<file path="config.mk">
export PLATFORM = sky130hd
export DESIGN_NAME = serial_frame_builder_xor_top
export DESIGN_NICKNAME = d
export VERILOG_FILES = /design/src/rtl/sfbx_pkg.sv /design/src/rtl/sfbx_front.sv /design/src/rtl/sfbx_fifo.sv /design/src/rtl/sfbx_back.sv /design/src/rtl/serial_frame_builder_xor_top.sv
export SDC_FILE = /design/constraint.sdc
export NUM_CORES = 1
export LEC_CHECK = 0
export BUFFER_PORTS_ARGS = -buffer_cell sky130_fd_sc_hd__buf_2
export CAP_MARGIN = 20
export CELL_PAD_IN_SITES_DETAIL_PLACEMENT = 1
export CELL_PAD_IN_SITES_GLOBAL_PLACEMENT = 2
export CORE_MARGIN = 4
export CORE_UTILIZATION = 30
export CTS_CLUSTER_DIAMETER = 200
export DETAILED_ROUTE_END_ITERATION = 16
export MAX_ROUTING_LAYER = met4
export PLACE_DENSITY_LB_ADDON = 0.3
export SYNTH_ARGS = -nofsm -noshare
export SYNTH_HDL_FRONTEND = slang
export SYNTH_SLANG_ARGS = --single-unit
</file>
<file path="constraint.sdc">
create_clock -name clk_i -period 4 [get_ports clk_i]
set_clock_uncertainty 0.2 [all_clocks]
set_input_delay 0.6 -clock clk_i [delete_from_list [all_inputs] [get_ports clk_i]]
set_output_delay 0.6 -clock clk_i [all_outputs]
set_load 0.1 [all_outputs]
</file>
<file path="src/rtl/sfbx_pkg.sv">
// ----------------------------------------------------------------------------
// sfbx_pkg
// Shared types and constants for the serial frame builder with XOR check.
// ----------------------------------------------------------------------------
package sfbx_pkg;

  localparam logic [7:0] StartByte = 8'hB1;
  localparam logic [7:0] CheckSeed = 8'hFF;
  localparam logic [7:0] HdrExtra  = 8'd5;

  localparam int unsigned QueueDepth = 4;
  localparam int unsigned QueuePtrW  = $clog2(QueueDepth);
  localparam int unsigned QueueCntW  = $clog2(QueueDepth + 1);

  typedef enum logic {
    OP_BEGIN   = 1'b0,
    OP_PAYLOAD = 1'b1
  } op_e;

  typedef enum logic [1:0] {
    KIND_ERROR   = 2'd0,
    KIND_HEADER  = 2'd1,
    KIND_PAYLOAD = 2'd2
  } kind_e;

  // Byte positions inside one queued word.
  typedef enum logic [2:0] {
    POS_0 = 3'd0,
    POS_1 = 3'd1,
    POS_2 = 3'd2,
    POS_3 = 3'd3,
    POS_4 = 3'd4,
    POS_5 = 3'd5,
    POS_6 = 3'd6
  } pos_e;

  typedef struct packed {
    logic       op;
    logic [7:0] option;
    logic [7:0] cmd_id;
    logic [7:0] frame_type;
    logic [5:0] payload_length;
    logic [7:0] payload_byte;
  } in_word_t;

  typedef struct packed {
    logic [7:0] out_byte;
    logic       frame_end;
    logic       run_last;
    logic       error;
  } out_word_t;

  typedef struct packed {
    kind_e      kind;
    logic       close;
    logic [7:0] frame_len;
    logic [7:0] option;
    logic [7:0] cmd_id;
    logic [7:0] frame_type;
    logic [7:0] data;
    logic [7:0] seq;
    logic [7:0] check;
  } desc_t;

  typedef struct packed {
    logic push;
    logic pop;
  } q_ctl_t;

endpackage

</file>
<file path="src/rtl/sfbx_front.sv">
// ----------------------------------------------------------------------------
// sfbx_front
// Accepts input words, tracks frame state and emits one descriptor per word.
// ----------------------------------------------------------------------------
module sfbx_front #(
  parameter int unsigned MAX_PAYLOAD = 43
) (
  input  logic              clk_i,
  input  logic              rst_ni,
  input  logic              in_valid_i,
  output logic              in_ready_o,
  input  sfbx_pkg::in_word_t in_word_i,
  input  logic              q_full_i,
  output logic              push_o,
  output sfbx_pkg::desc_t   desc_o
);

  localparam logic [5:0] MaxLen = 6'(MAX_PAYLOAD);

  logic       in_payload_q, in_payload_d;
  logic [5:0] bytes_left_q, bytes_left_d;
  logic [7:0] check_acc_q, check_acc_d;
  logic [7:0] seq_q, seq_d;

  logic       accept;
  logic [5:0] bl_dec;
  logic [7:0] acc_next;
  sfbx_pkg::desc_t desc;

  assign in_ready_o = !q_full_i;
  assign accept     = in_valid_i && in_ready_o;
  assign bl_dec     = bytes_left_q - 6'd1;

  always_comb begin
    in_payload_d = in_payload_q;
    bytes_left_d = bytes_left_q;
    check_acc_d  = check_acc_q;
    seq_d        = seq_q;
    acc_next     = check_acc_q;
    desc            = '0;
    desc.kind       = sfbx_pkg::KIND_ERROR;
    desc.frame_len  = {2'b00, in_word_i.payload_length} + sfbx_pkg::HdrExtra;
    desc.option     = in_word_i.option;
    desc.cmd_id     = in_word_i.cmd_id;
    desc.frame_type = in_word_i.frame_type;
    desc.data       = in_word_i.payload_byte;
    desc.seq        = seq_q;
    if (in_word_i.op == sfbx_pkg::OP_BEGIN) begin
      if (in_word_i.payload_length <= MaxLen) begin
        desc.kind = sfbx_pkg::KIND_HEADER;
        acc_next  = sfbx_pkg::CheckSeed ^ in_word_i.option ^ in_word_i.cmd_id
                    ^ in_word_i.frame_type;
        if (in_word_i.payload_length == 6'd0) begin
          desc.close = 1'b1;
        end else begin
          in_payload_d = 1'b1;
          bytes_left_d = in_word_i.payload_length;
          check_acc_d  = acc_next;
        end
      end
    end else if (in_payload_q) begin
      desc.kind = sfbx_pkg::KIND_PAYLOAD;
      acc_next  = check_acc_q ^ in_word_i.payload_byte;
      if (bl_dec == 6'd0) begin
        desc.close = 1'b1;
      end else begin
        bytes_left_d = bl_dec;
        check_acc_d  = acc_next;
      end
    end
    desc.check = acc_next ^ seq_q;
    if (desc.close) begin
      in_payload_d = 1'b0;
      bytes_left_d = 6'd0;
      check_acc_d  = sfbx_pkg::CheckSeed;
      seq_d        = seq_q + 8'd1;
    end
  end

  always_ff @(posedge clk_i or negedge rst_ni) begin
    if (!rst_ni) begin
      in_payload_q <= 1'b0;
      bytes_left_q <= 6'd0;
      check_acc_q  <= sfbx_pkg::CheckSeed;
      seq_q        <= 8'd0;
    end else if (accept) begin
      in_payload_q <= in_payload_d;
      bytes_left_q <= bytes_left_d;
      check_acc_q  <= check_acc_d;
      seq_q        <= seq_d;
    end
  end

  assign push_o = accept;
  assign desc_o = desc;

endmodule

</file>
<file path="src/rtl/sfbx_fifo.sv">
// ----------------------------------------------------------------------------
// sfbx_fifo
// Small descriptor queue between the front and back parts.
// ----------------------------------------------------------------------------
module sfbx_fifo (
  input  logic             clk_i,
  input  logic             rst_ni,
  input  sfbx_pkg::q_ctl_t ctl_i,
  input  sfbx_pkg::desc_t  wr_desc_i,
  output sfbx_pkg::desc_t  rd_desc_o,
  output logic             full_o,
  output logic             empty_o
);

  localparam int unsigned PtrW = sfbx_pkg::QueuePtrW;
  localparam int unsigned CntW = sfbx_pkg::QueueCntW;

  sfbx_pkg::desc_t mem_q [sfbx_pkg::QueueDepth];
  logic [PtrW-1:0] wr_ptr_q, wr_ptr_d;
  logic [PtrW-1:0] rd_ptr_q, rd_ptr_d;
  logic [CntW-1:0] count_q, count_d;
  logic            do_push, do_pop;

  assign full_o    = count_q == CntW'(sfbx_pkg::QueueDepth);
  assign empty_o   = count_q == '0;
  assign do_push   = ctl_i.push && !full_o;
  assign do_pop    = ctl_i.pop && !empty_o;
  assign rd_desc_o = mem_q[rd_ptr_q];

  always_comb begin
    wr_ptr_d = do_push ? wr_ptr_q + PtrW'(1) : wr_ptr_q;
    rd_ptr_d = do_pop ? rd_ptr_q + PtrW'(1) : rd_ptr_q;
    count_d  = count_q;
    if (do_push && !do_pop) begin
      count_d = count_q + CntW'(1);
    end else if (do_pop && !do_push) begin
      count_d = count_q - CntW'(1);
    end
  end

  always_ff @(posedge clk_i) begin
    if (do_push) begin
      mem_q[wr_ptr_q] <= wr_desc_i;
    end
  end

  always_ff @(posedge clk_i or negedge rst_ni) begin
    if (!rst_ni) begin
      wr_ptr_q <= '0;
      rd_ptr_q <= '0;
      count_q  <= '0;
    end else begin
      wr_ptr_q <= wr_ptr_d;
      rd_ptr_q <= rd_ptr_d;
      count_q  <= count_d;
    end
  end

endmodule

</file>
<file path="src/rtl/sfbx_back.sv">
// ----------------------------------------------------------------------------
// sfbx_back
// Serializes queued descriptors into output bytes through an output register.
// ----------------------------------------------------------------------------
module sfbx_back (
  input  logic               clk_i,
  input  logic               rst_ni,
  input  sfbx_pkg::desc_t    head_i,
  input  logic               head_valid_i,
  output logic               pop_o,
  output logic               out_valid_o,
  input  logic               out_ready_i,
  output sfbx_pkg::out_word_t out_word_o
);

  logic [2:0]          pos_q, pos_d;
  logic                out_valid_q, out_valid_d;
  sfbx_pkg::out_word_t out_word_q, out_word_d;
  logic                load;
  logic [2:0]          last_pos;
  logic [7:0]          cur_byte;
  logic                cur_end;
  logic                cur_err;

  assign load = head_valid_i && (!out_valid_q || out_ready_i);

  always_comb begin
    last_pos = sfbx_pkg::POS_0;
    cur_byte = 8'd0;
    cur_end  = 1'b0;
    cur_err  = 1'b0;
    case (head_i.kind)
      sfbx_pkg::KIND_HEADER: begin
        last_pos = head_i.close ? sfbx_pkg::POS_6 : sfbx_pkg::POS_4;
        case (pos_q)
          sfbx_pkg::POS_0: cur_byte = sfbx_pkg::StartByte;
          sfbx_pkg::POS_1: cur_byte = head_i.frame_len;
          sfbx_pkg::POS_2: cur_byte = head_i.option;
          sfbx_pkg::POS_3: cur_byte = head_i.cmd_id;
          sfbx_pkg::POS_4: cur_byte = head_i.frame_type;
          sfbx_pkg::POS_5: cur_byte = head_i.seq;
          default: begin
            cur_byte = head_i.check;
            cur_end  = 1'b1;
          end
        endcase
      end
      sfbx_pkg::KIND_PAYLOAD: begin
        last_pos = head_i.close ? sfbx_pkg::POS_2 : sfbx_pkg::POS_0;
        case (pos_q)
          sfbx_pkg::POS_0: cur_byte = head_i.data;
          sfbx_pkg::POS_1: cur_byte = head_i.seq;
          default: begin
            cur_byte = head_i.check;
            cur_end  = 1'b1;
          end
        endcase
      end
      default: begin
        cur_err = 1'b1;
      end
    endcase
  end

  always_comb begin
    pos_d       = pos_q;
    out_word_d  = out_word_q;
    out_valid_d = out_valid_q && !out_ready_i;
    pop_o       = 1'b0;
    if (load) begin
      out_valid_d          = 1'b1;
      out_word_d.out_byte  = cur_byte;
      out_word_d.frame_end = cur_end;
      out_word_d.error     = cur_err;
      out_word_d.run_last  = pos_q == last_pos;
      if (pos_q == last_pos) begin
        pos_d = sfbx_pkg::POS_0;
        pop_o = 1'b1;
      end else begin
        pos_d = pos_q + 3'd1;
      end
    end
  end

  always_ff @(posedge clk_i or negedge rst_ni) begin
    if (!rst_ni) begin
      pos_q       <= sfbx_pkg::POS_0;
      out_valid_q <= 1'b0;
    end else begin
      pos_q       <= pos_d;
      out_valid_q <= out_valid_d;
    end
  end

  always_ff @(posedge clk_i) begin
    out_word_q <= out_word_d;
  end

  assign out_valid_o = out_valid_q;
  assign out_word_o  = out_word_q;

endmodule

</file>
<file path="src/rtl/serial_frame_builder_xor_top.sv">
// ----------------------------------------------------------------------------
// serial_frame_builder_xor_top
// Serial frame builder: header, payload, sequence number and XOR check byte.
// ----------------------------------------------------------------------------
// An input word is taken whenever the four-entry descriptor queue has room,
// so words can arrive back to back. Output leaves one byte per cycle from the
// output register while out_ready_i is high and the queue holds a descriptor,
// and that port sets the sustained rate: a begin word yields 5 bytes (7 when
// the payload is empty), a payload word 1 byte (3 on the last byte of a frame),
// a rejected word 1 byte. No clearing pass follows reset.
module serial_frame_builder_xor_top #(
  parameter int unsigned MAX_PAYLOAD = 43
) (
  input  logic                clk_i,
  input  logic                rst_ni,
  input  logic                in_valid_i,
  output logic                in_ready_o,
  input  sfbx_pkg::in_word_t  in_word_i,
  output logic                out_valid_o,
  input  logic                out_ready_i,
  output sfbx_pkg::out_word_t out_word_o
);

  sfbx_pkg::q_ctl_t q_ctl;
  sfbx_pkg::desc_t  wr_desc;
  sfbx_pkg::desc_t  head;
  logic             q_full;
  logic             q_empty;
  logic             q_push;
  logic             q_pop;

  assign q_ctl = '{push: q_push, pop: q_pop};

  sfbx_front #(
    .MAX_PAYLOAD(MAX_PAYLOAD)
  ) u_front (
    .clk_i      (clk_i),
    .rst_ni     (rst_ni),
    .in_valid_i (in_valid_i),
    .in_ready_o (in_ready_o),
    .in_word_i  (in_word_i),
    .q_full_i   (q_full),
    .push_o     (q_push),
    .desc_o     (wr_desc)
  );

  sfbx_fifo u_fifo (
    .clk_i     (clk_i),
    .rst_ni    (rst_ni),
    .ctl_i     (q_ctl),
    .wr_desc_i (wr_desc),
    .rd_desc_o (head),
    .full_o    (q_full),
    .empty_o   (q_empty)
  );

  sfbx_back u_back (
    .clk_i        (clk_i),
    .rst_ni       (rst_ni),
    .head_i       (head),
    .head_valid_i (!q_empty),
    .pop_o        (q_pop),
    .out_valid_o  (out_valid_o),
    .out_ready_i  (out_ready_i),
    .out_word_o   (out_word_o)
  );

  a_end_is_last: assert property (@(posedge clk_i) disable iff (!rst_ni)
    out_valid_o && out_word_o.frame_end |-> out_word_o.run_last && !out_word_o.error)
    else $error("check byte not closing its word");

  a_err_shape: assert property (@(posedge clk_i) disable iff (!rst_ni)
    out_valid_o && out_word_o.error |-> out_word_o.run_last && out_word_o.out_byte == 8'd0)
    else $error("error result malformed");

  a_no_empty_pop: assert property (@(posedge clk_i) disable iff (!rst_ni)
    q_empty |-> !q_pop)
    else $error("pop from empty queue");

endmodule

</file>
=== Word-level counts from Yosys, hierarchy flattened ===
Memory sizes are Yosys's and may differ from the RTL's.
Index checks and enable logic that the tools add are counted.

* Equality and inequality tests: 14
* Add/subtract/negate cells: 8
* Bitwise gates (word level): 5
* $lt $le $gt $ge: 1
* Reductions and logical operators: 27
* Muxes and demuxes: 42

{| class="wikitable"
|+ Operators by type and width
! cell !! count
|-
| $mux 8 || 9
|-
| $pmux 8 s6 || 1
|-
| $mux 6 || 6
|-
| $pmux 8 s2 || 2
|-
| $xor 8x8->8 || 4
|-
| $mux 3 || 5
|-
| $mux 1 || 14
|-
| $logic_not 6->1 || 2
|-
| $eq 3x3->1 const B || 3
|-
| $add 8x1->8 const B || 1
|-
| $not 8->8 || 1
|-
| $add 6x3->7 const B || 1
|-
| $logic_and 1x1->1 || 7
|-
| $add 3x1->3 const B || 2
|-
| $eq 3x2->1 const B || 2
|-
| $le 6x6->1 const B || 1
|-
| $logic_not 1->1 || 6
|-
| $logic_not 3->1 || 2
|-
| $mux 2 || 3
|-
| $ne 3x2->1 const B || 2
|-
| $pmux 3 s2 || 1
|-
| $reduce_or 6->1 || 1
|-
| $sub 6x1->6 const B || 1
|-
| $reduce_and 5->1 || 1
|-
| 15 further kinds || 19
|}

* Output and inout port bits: 13
* Memory bits (writable): 232
* Flip-flop bits (word level): 45
* Memories kept: 1

{| class="wikitable"
|+ Memory list
! memory !! words !! width !! rd ports !! clocked after memory_dff !! write ports !! line !! text
|-
| u_fifo.mem_q || 4 || 58 || 1 || 0 || 1 || sfbx_fifo.sv:18 || <nowiki>sfbx_pkg::desc_t mem_q [sfbx_pkg::QueueDepth];</nowiki>
|}

=== Depth between registers and ports, before layout ===
Gate-level depths: netlist of run 1.
An unclocked memory read counts as a cell.

* Depth in word-level cells: 10
* Mapped depth: 17

=== By module ===
Synthesis of run 1 repeated with hierarchy kept, for this count alone.

* Cell total of the unflattened synthesis: 738
* Area total of the unflattened synthesis: 12,385.6 sq um

{| class="wikitable"
|+ Modules (own cells, without submodules)
! module !! cells an instance !! area each (sq um) !! instances !! sequential area each (sq um)
|-
| sfbx_fifo || 345 || 9,009.9 || 1 || 7,262.0
|-
| sfbx_front || 260 || 2,118.3 || 1 || 585.6
|-
| sfbx_back || 132 || 1,253.7 || 1 || 430.4
|-
| serial_frame_builder_xor_top || 1 || 3.8 || 1 || 0.0
|}

=== Least setup slack after synthesis of run 1 ===
Ideal clock, no wire load.

* Kind: reg2reg
* From: register u_fifo.rd_ptr_q[0]
* To: register u_fifo.count_q[1]
* Arrival: 3,531 ps
* Slack: 145 ps
* Stages on the path, launching flop included: 16
* Data required time: 3,675 ps
* Period minus slack after synthesis: 3,855 ps
* Buffers on the path: 4
* Path through: dfrtp_1 -> buf_2 -> buf_6 -> buf_4 -> buf_4 -> mux4_2 -> inv_1 -> ha_1 -> o21ba_2 -> a21oi_1 -> nor4_4 -> nand2_2 -> ha_1 -> inv_1 -> fa_1 -> mux2_2

* Cells in the longest elaborated chain, start to end: 10
* Elaborated cells on any way between the ends: 15
* Classes of those cells: eq/ne: 3; mux: 6; reduce/logical: 5; memory: 1

{| class="wikitable"
|+ Ends and longest elaborated chain
! element !! line !! text
|-
| from (decl) || sfbx_fifo.sv:20 || <nowiki>logic [PtrW-1:0] rd_ptr_q, rd_ptr_d;</nowiki>
|-
| from (signal assigned) || sfbx_fifo.sv:54 || <nowiki>rd_ptr_q <= rd_ptr_d;</nowiki>
|-
| $mem_v2 4x58 (*) || - ||
|-
| $eq 2x2->1, or another cell as far along || sfbx_back.sv:32 || <nowiki>case (head_i.kind)</nowiki>
|-
| $pmux 3 s2 (*) || sfbx_back.sv:32 ||
|-
| $eq 3x3->1 (*) || sfbx_back.sv:76 || <nowiki>if (pos_q == last_pos) begin</nowiki>
|-
| $mux 1 (*) || sfbx_back.sv:76 ||
|-
| $mux 1 (*) || sfbx_back.sv:70 || <nowiki>if (load) begin</nowiki>
|-
| $logic_and 1x1->1 (*) || sfbx_fifo.sv:27 || <nowiki>assign do_pop = ctl_i.pop && !empty_o;</nowiki>
|-
| $logic_not 1->1 (*) || sfbx_fifo.sv:34 || <nowiki>if (do_push && !do_pop) begin</nowiki>
|-
| $logic_and 1x1->1 (*) || sfbx_fifo.sv:34 ||
|-
| $mux 3 (*) || sfbx_fifo.sv:34 ||
|-
| named net u_fifo.count_d[1] || sfbx_fifo.sv:21 || <nowiki>logic [CntW-1:0] count_q, count_d;</nowiki>
|-
| to (signal assigned) || sfbx_fifo.sv:55 || <nowiki>count_q <= count_d;</nowiki>
|-
| to (decl) || sfbx_fifo.sv:21 ||
|}

The timed path passes the listed nets; every way through them passes the cells marked *.
A chain may end at the register's enable or synchronous reset.

=== Worst setup path after layout of run 1 ===
Same ends and word-level chain as after synthesis.

==> flow_summary.ini, run 1 <==
[synth]
synth_xor_xnor_area_share = 0.0384
synthCells = 749
yosys-top-cells-area = edfxtp_1, mux4_2, dfrtp_1
synth_fa_ha_area_frac = 0.0193
post-synth-top-count-cell = edfxtp_1
synth_edf_count = 243
synth_top_area_frac = 0.604
yosysUniqueCellTypes = 53
ys_seq_area_frac = 0.676
synth_top_family_by_area = multiplexers
synth-main-ff-cell = edfxtp_1
synth-compound-area-share = 0.0713
synth_nets = 810
synth_area_per_cell_um2 = 16.1
yosys_warnings = 0
synth_common_cells = edfxtp_1, nand2_1, mux4_2
synthSimpleGateAreaFrac = 0.0537
synth.area.mux_share = 0.117
async_reset_ff_frac = 0.123
syn_area_um2 = 12100
yosysTopAreaCell = edfxtp_1
ys_ff_latch = 277

[power_and_ir_drop]
cellLeakagePower_nw = 4.91
pwr_density_cell_nw_per_um2 = 800
finalPower_mw = 11.2
peakVddDrop_v = 0.000327

[clock_tree]
cts-buffers-inserted = 31
clock-sinks = 277
hold_buffers = 1
cts_resized = 0
path_clk_slew_ps = 60
cts_htree_levels = 1
clkLatencyLatePin_ps = 540
cts_tree = done
ctsRootBufferMaster = clkbuf_16
clockBufferDepth = 3
post_cts_buffers = 0

[critical_path]
path_max_fanout = 9
critical_path_class = reg -> reg
worstReg2RegStart = u_fifo.rd_ptr_q[0]$_DFFE_PN0P_
start_kind = register
critPathRequiredTime_ps = 4230
worstPathArrival_ps = 3610
crit_path_start = u_fifo.rd_ptr_q[0]$_DFFE_PN0P_
end_kind = register

[global_route]
grt_antenna_before_repair = 0
grt_max_degree = 59
first_global_vias = 7209
grt_pass1_wl_um = 46200
grt_overflow_total = 0
track_usage = 0.140

[floorplanning]
num_rows = 73
core_area_um2 = 39700
die_area_um2 = 43500
die_w_um = 209
num_io_pins = 56
die_h_um = 209
start_util = 0.304

[detailed_routing]
drc = 0
finalWirelength_um = 29900
wl_per_cell_um = 21.9
detail_route.iter0.violations = 423
via_count = 6659
via_per_inst = 4.87
first_pass_iters = 4
ant_nets = 0

[timing]
timing.slew.headroom = 0.357
fin_tns_setup_ps = 0
timing.final.crit_period_ps = 3390
worst_pin_slew_ps = 964
max_freq_mhz = 295
hold_viol_final = 0
slew_viol_final = 0
setup_viol = 0
whs_ps = 103
rsz0062_at_grt = false
min_period_over_period = 0.847
fin_ws_ps = 614

[cells_and_area]
drive_above_1_share = 0.238
area_growth_pct = 16.0
diodes = 0
nets = 879

[worst_hold_path]
min_path_type = in -> reg
hp-start = in_word_i[32]

[outcome]
status = finished clean

[place]
post-place-ws_ps = 600
hpwl_um = 19800
gp_congestion = 0.737
port_buffers = 55

[job]
max_cap_viol_count = 0
## placed cells by master (no fill, tap or decap), types with 3 or more instances in the layout
| cell | instances |
|---|---|
| edfxtp_1 | 243 |
| buf_2 | 55 |
| nand2_1 | 54 |
| mux4_2 | 52 |
| xnor2_1 | 33 |
| clkbuf_16 | 31 |
| nor2_1 | 29 |
| inv_1 | 27 |
| a21oi_1 | 25 |
| dfrtp_1 | 24 |
| o21ai_0 | 20 |
| o22ai_1 | 20 |
| mux2i_1 | 20 |
| xor2_1 | 20 |
| buf_4 | 18 |
| ha_1 | 17 |
| a22oi_1 | 12 |
| and3_1 | 12 |
| a32oi_1 | 11 |
| clkbuf_1 | 9 |
| o22a_1 | 8 |
| o31ai_1 | 8 |
| clkinv_2 | 8 |
| dfstp_2 | 8 |
| a31oi_1 | 6 |
| nand3_1 | 6 |
| nor3_1 | 5 |
| clkbuf_8 | 5 |
| o211ai_1 | 4 |
| and3_2 | 4 |
| nor2b_1 | 3 |
| nand4_1 | 3 |
## sequential cells by signal, indices dropped and copies added (netlist names)
signal                cells
u_fifo.mem_q            232
u_back.out_word_o        11
u_front.check_acc_q       8
u_front.seq_q             8
u_front.bytes_left_q      6
u_back.pos_q              3
u_fifo.count_q            3
u_fifo.rd_ptr_q           2
u_fifo.wr_ptr_q           2
u_back.out_valid_o        1
u_front.in_payload_q      1
## worst max-delay path: stages (launching register included)
cell     delay (ps)
dfrtp_4         520
mux4_2          550
ha_1            310
o21ba_2         240
a21oi_1          90
nor4_4          260
nand2_2         120
ha_1            240
inv_1            70
fa_1            410
mux2_2          270
## worst paths after layout
kind                       slack [ps]  depth (start not counted)                        endpoint
hold / removal                    100                          1   u_fifo.mem_q[3][42]$_DFFE_PP_
setup / recovery                  610                         10   u_fifo.count_q[1]$_DFFE_PN0P_
max in group asynchronous        2500                          3  u_fifo.rd_ptr_q[1]$_DFFE_PN0P_
hold reg to reg                   290                          1   u_fifo.count_q[2]$_DFFE_PN0P_
min in group asynchronous         440                          2    u_front.seq_q[3]$_DFFE_PN0P_
setup reg to reg                  610                         10   u_fifo.count_q[1]$_DFFE_PN0P_
## power by group
part | internal [mW] | switching [mW]
Sequential | 4.04 | 0.389
Combinational | 1.48 | 2.53
Clock | 1.65 | 1.12
Total | 7.16 | 4.04
## metal layers
metal	routed length [um]	global-route usage	part of all wire
met5	0	-	0
met4	367	0.0225	0.012
met3	1330	0.0198	0.045
met2	14000	0.218	0.47
met1	14200	0.203	0.48
## logic make-up after synthesis
| logic type | after synthesis |
|---|---|
| flip-flops | 277 |
| adder cells (fa/ha/maj) | 18 |
| XOR/XNOR | 53 |
| AO/OA/AOI/OAI | 127 |
| buffers and inverters | 67 |
| AND/OR/NAND/NOR | 132 |
| multiplexers | 75 |
## cell type report
class | instances | area, um2
Tap cell | 525 | 657
Multi-Input combinational cell | 405 | 3620
Sequential cell | 277 | 8160
Timing Repair Buffer | 76 | 460
Clock buffer | 45 | 878
Inverter | 27 | 101
Fill cell | 4076 | 25700
Clock inverter | 12 | 118
## through the flow
step | utilization | instance area, um2 | cells
2_1_floorplan | - | 12100 | 749
3_3_place_gp | 0.327 | 13000 | 1309
3_5_place_dp | 0.327 | 13000 | 1309
4_1_cts | 0.352 | 14000 | 1367
5_1_grt | 0.352 | 14000 | 1367
6_report | 0.352 | 14000 | 1367
No activity file was read; power rests on OpenSTA's default activity.
==> run 2: changes to the inputs <==
--- a/config.mk
+++ b/config.mk
@@ -5,6 +5,7 @@
 export SDC_FILE = /design/constraint.sdc
 export NUM_CORES = 1
 export LEC_CHECK = 0
+export ABC_AREA = 1
 export BUFFER_PORTS_ARGS = -buffer_cell sky130_fd_sc_hd__buf_2
 export CAP_MARGIN = 20
 export CELL_PAD_IN_SITES_DETAIL_PLACEMENT = 1
==> constraint.sdc (replaced) <==
create_clock -name clk_i -period 3.45 [get_ports clk_i]
set_clock_uncertainty 0.2 [all_clocks]
set_input_delay 0.5175 -clock clk_i [delete_from_list [all_inputs] [get_ports clk_i]]
set_output_delay 0.5175 -clock clk_i [all_outputs]
set_load 0.1 [all_outputs]
==> flow_summary.ini, run 2 <==
[outcome]
status = finished clean

[worst_hold_path]
min_path_type = in -> reg

[global_route]
grt_antenna_before_repair = 0
grt_pass1_wl_um = 56400
track_usage = 0.170
grt_max_degree = 62
grt_overflow_total = 0
first_global_vias = 9202

[timing]
timing.final.crit_period_ps = 3230
timing.slew.headroom = 0.351
slew_viol_final = 0
worst_pin_slew_ps = 973
min_period_over_period = 0.936
hold_viol_final = 0
fin_tns_setup_ps = 0
whs_ps = 38.0
fin_ws_ps = 219
setup_viol = 0
max_freq_mhz = 310

[cells_and_area]
nets = 1340
area_growth_pct = 16.8
drive_above_1_share = 0.130
mostFrequentLayoutCells = nand2_1, edfxtp_1, nand3_1, inv_1, nor2_1
largest_reg_flops = 232
final_cells = 1835
top_register = u_fifo.mem_q
layout_commonest_cell = nand2_1
diodes = 0

[synth]
synthSimpleGateAreaFrac = 0.209
synth_edf_count = 243
async_reset_ff_frac = 0.123
synth_top_family_by_area = simple AND/OR/NAND/NOR gates
synth_nets = 1268
synth.area.mux_share = 0.000899
ys_seq_area_frac = 0.651
ys_ff_latch = 277
synth_area_per_cell_um2 = 10.4
yosysUniqueCellTypes = 36
yosys_warnings = 0
synth-compound-area-share = 0.0406
yosys-top-cells-area = edfxtp_1, nand2_1, dfrtp_1
post-synth-top-count-cell = nand2_1
synth_top_area_frac = 0.583
synth-main-ff-cell = edfxtp_1
synthCells = 1207
synth_fa_ha_area_frac = 0.0186
synth_xor_xnor_area_share = 0.0343
yosysTopAreaCell = edfxtp_1
synth_common_cells = nand2_1, edfxtp_1, nand3_1
syn_area_um2 = 12500

[power_and_ir_drop]
peakVddDrop_v = 0.000376
pwr_density_cell_nw_per_um2 = 928
finalPower_mw = 13.6
cellLeakagePower_nw = 5.83

[clock_tree]
cts-buffers-inserted = 34
ctsRootBufferMaster = clkbuf_16
clockBufferDepth = 3
cts_htree_levels = 2
clkLatencyLatePin_ps = 520
path_clk_slew_ps = 60
cts_tree = done
clock-sinks = 277

[critical_path]
critPathRequiredTime_ps = 3650
end_kind = register
start_kind = register
worstPathArrival_ps = 3430
path_max_fanout = 9
critical_path_class = reg -> reg

[detailed_routing]
first_pass_iters = 6
drc = 0
via_per_inst = 4.74
detail_route.iter0.violations = 511
ant_nets = 0
finalWirelength_um = 36800
via_count = 8696
wl_per_cell_um = 20.0

[floorplanning]
core_area_um2 = 41000
num_rows = 74
die_h_um = 212
num_io_pins = 56
die_w_um = 212
die_area_um2 = 45100
start_util = 0.305

[place]
gp_congestion = 0.762
dp.cells = 1772
port_buffers = 55
post-place-ws_ps = 167
hpwl_um = 22900

[job]
max_cap_viol_count = 0
## run 2: what timing repair did
item	CTS	global route
hold buffers	1	0
gates resized for setup	0	8
endpoints found under the setup margin	0	2
setup buffers	0	2
hold endpoints to repair	19	0
## run 2: worst paths after layout
check / from / endpoint / slack, ps / cells after the start
setup / recovery: u_fifo.rd_ptr_q[0]$_DFFE_PN0P_ / u_fifo.count_q[1]$_DFFE_PN0P_ / 220 / 15
hold / removal: in_word_i[24] / u_fifo.mem_q[2][34]$_DFFE_PP_ / 40 / 1
setup reg to reg: u_fifo.rd_ptr_q[0]$_DFFE_PN0P_ / u_fifo.count_q[1]$_DFFE_PN0P_ / 220 / 15
hold reg to reg: u_front.check_acc_q[3]$_DFFE_PN1P_ / u_front.check_acc_q[3]$_DFFE_PN1P_ / 290 / 2
max in group asynchronous: rst_ni / u_fifo.rd_ptr_q[0]$_DFFE_PN0P_ / 1860 / 2
min in group asynchronous: rst_ni / u_fifo.wr_ptr_q[0]$_DFFE_PN0P_ / 490 / 2
## run 2: power by group
group          switching, mW  internal [mW]  leakage [nW]  total (mW)
sequential             0.341           4.68          2.64        5.02
combinational           3.75           1.38          2.66        5.13
clock                   1.36           2.06         0.526        3.42
## run 2: area by class of cell
class | instances | area, um2
clock buffers | 46 | 980
inverters | 87 | 332
well taps | 532 | 666
multi-input cells | 794 | 3850
repair buffers | 85 | 553
flip-flops and latches | 277 | 8160
clock inverters | 14 | 90.1
fillers | 4630 | 26400
## run 2: routing by layer
metal,part of all wire,vias up,track usage
met1,0.46,4340,0.226
met2,0.49,117,0.280
met3,0.032,51,0.0239
met4,0.020,0,0.0404
met5,0,-,-
li1,-,4188,-
## run 2: metrics by stage
step | util | area [um2]
3_3_place_gp | 0.329 | 13500
4_1_cts | 0.356 | 14600
6_report | 0.357 | 14600
3_5_place_dp | 0.329 | 13500
5_1_grt | 0.357 | 14600
2_1_floorplan | - | 12500
## run 2: logic make-up (layout without fill, tap and decap cells)
family | count (synthesis) | in the layout
XOR/XNOR | 49 | 49
AND/OR/NAND/NOR | 633 | 633
AO/OA/AOI/OAI | 93 | 93
flip-flops | 277 | 277
multiplexers | 1 | 1
buffers and inverters | 136 | 232
adder cells (fa/ha/maj) | 18 | 18
## run 2: critical path: stages, from the launching register on
cell	delay, ps
dfrtp_4	530
inv_6	100
nand2_1	70
a32oi_2	200
inv_1	70
ha_1	330
nor2_2	130
nand3_1	100
nand2_1	70
nand3b_1	130
inv_2	120
nand2_2	80
ha_1	200
inv_1	100
fa_1	410
mux2_2	270
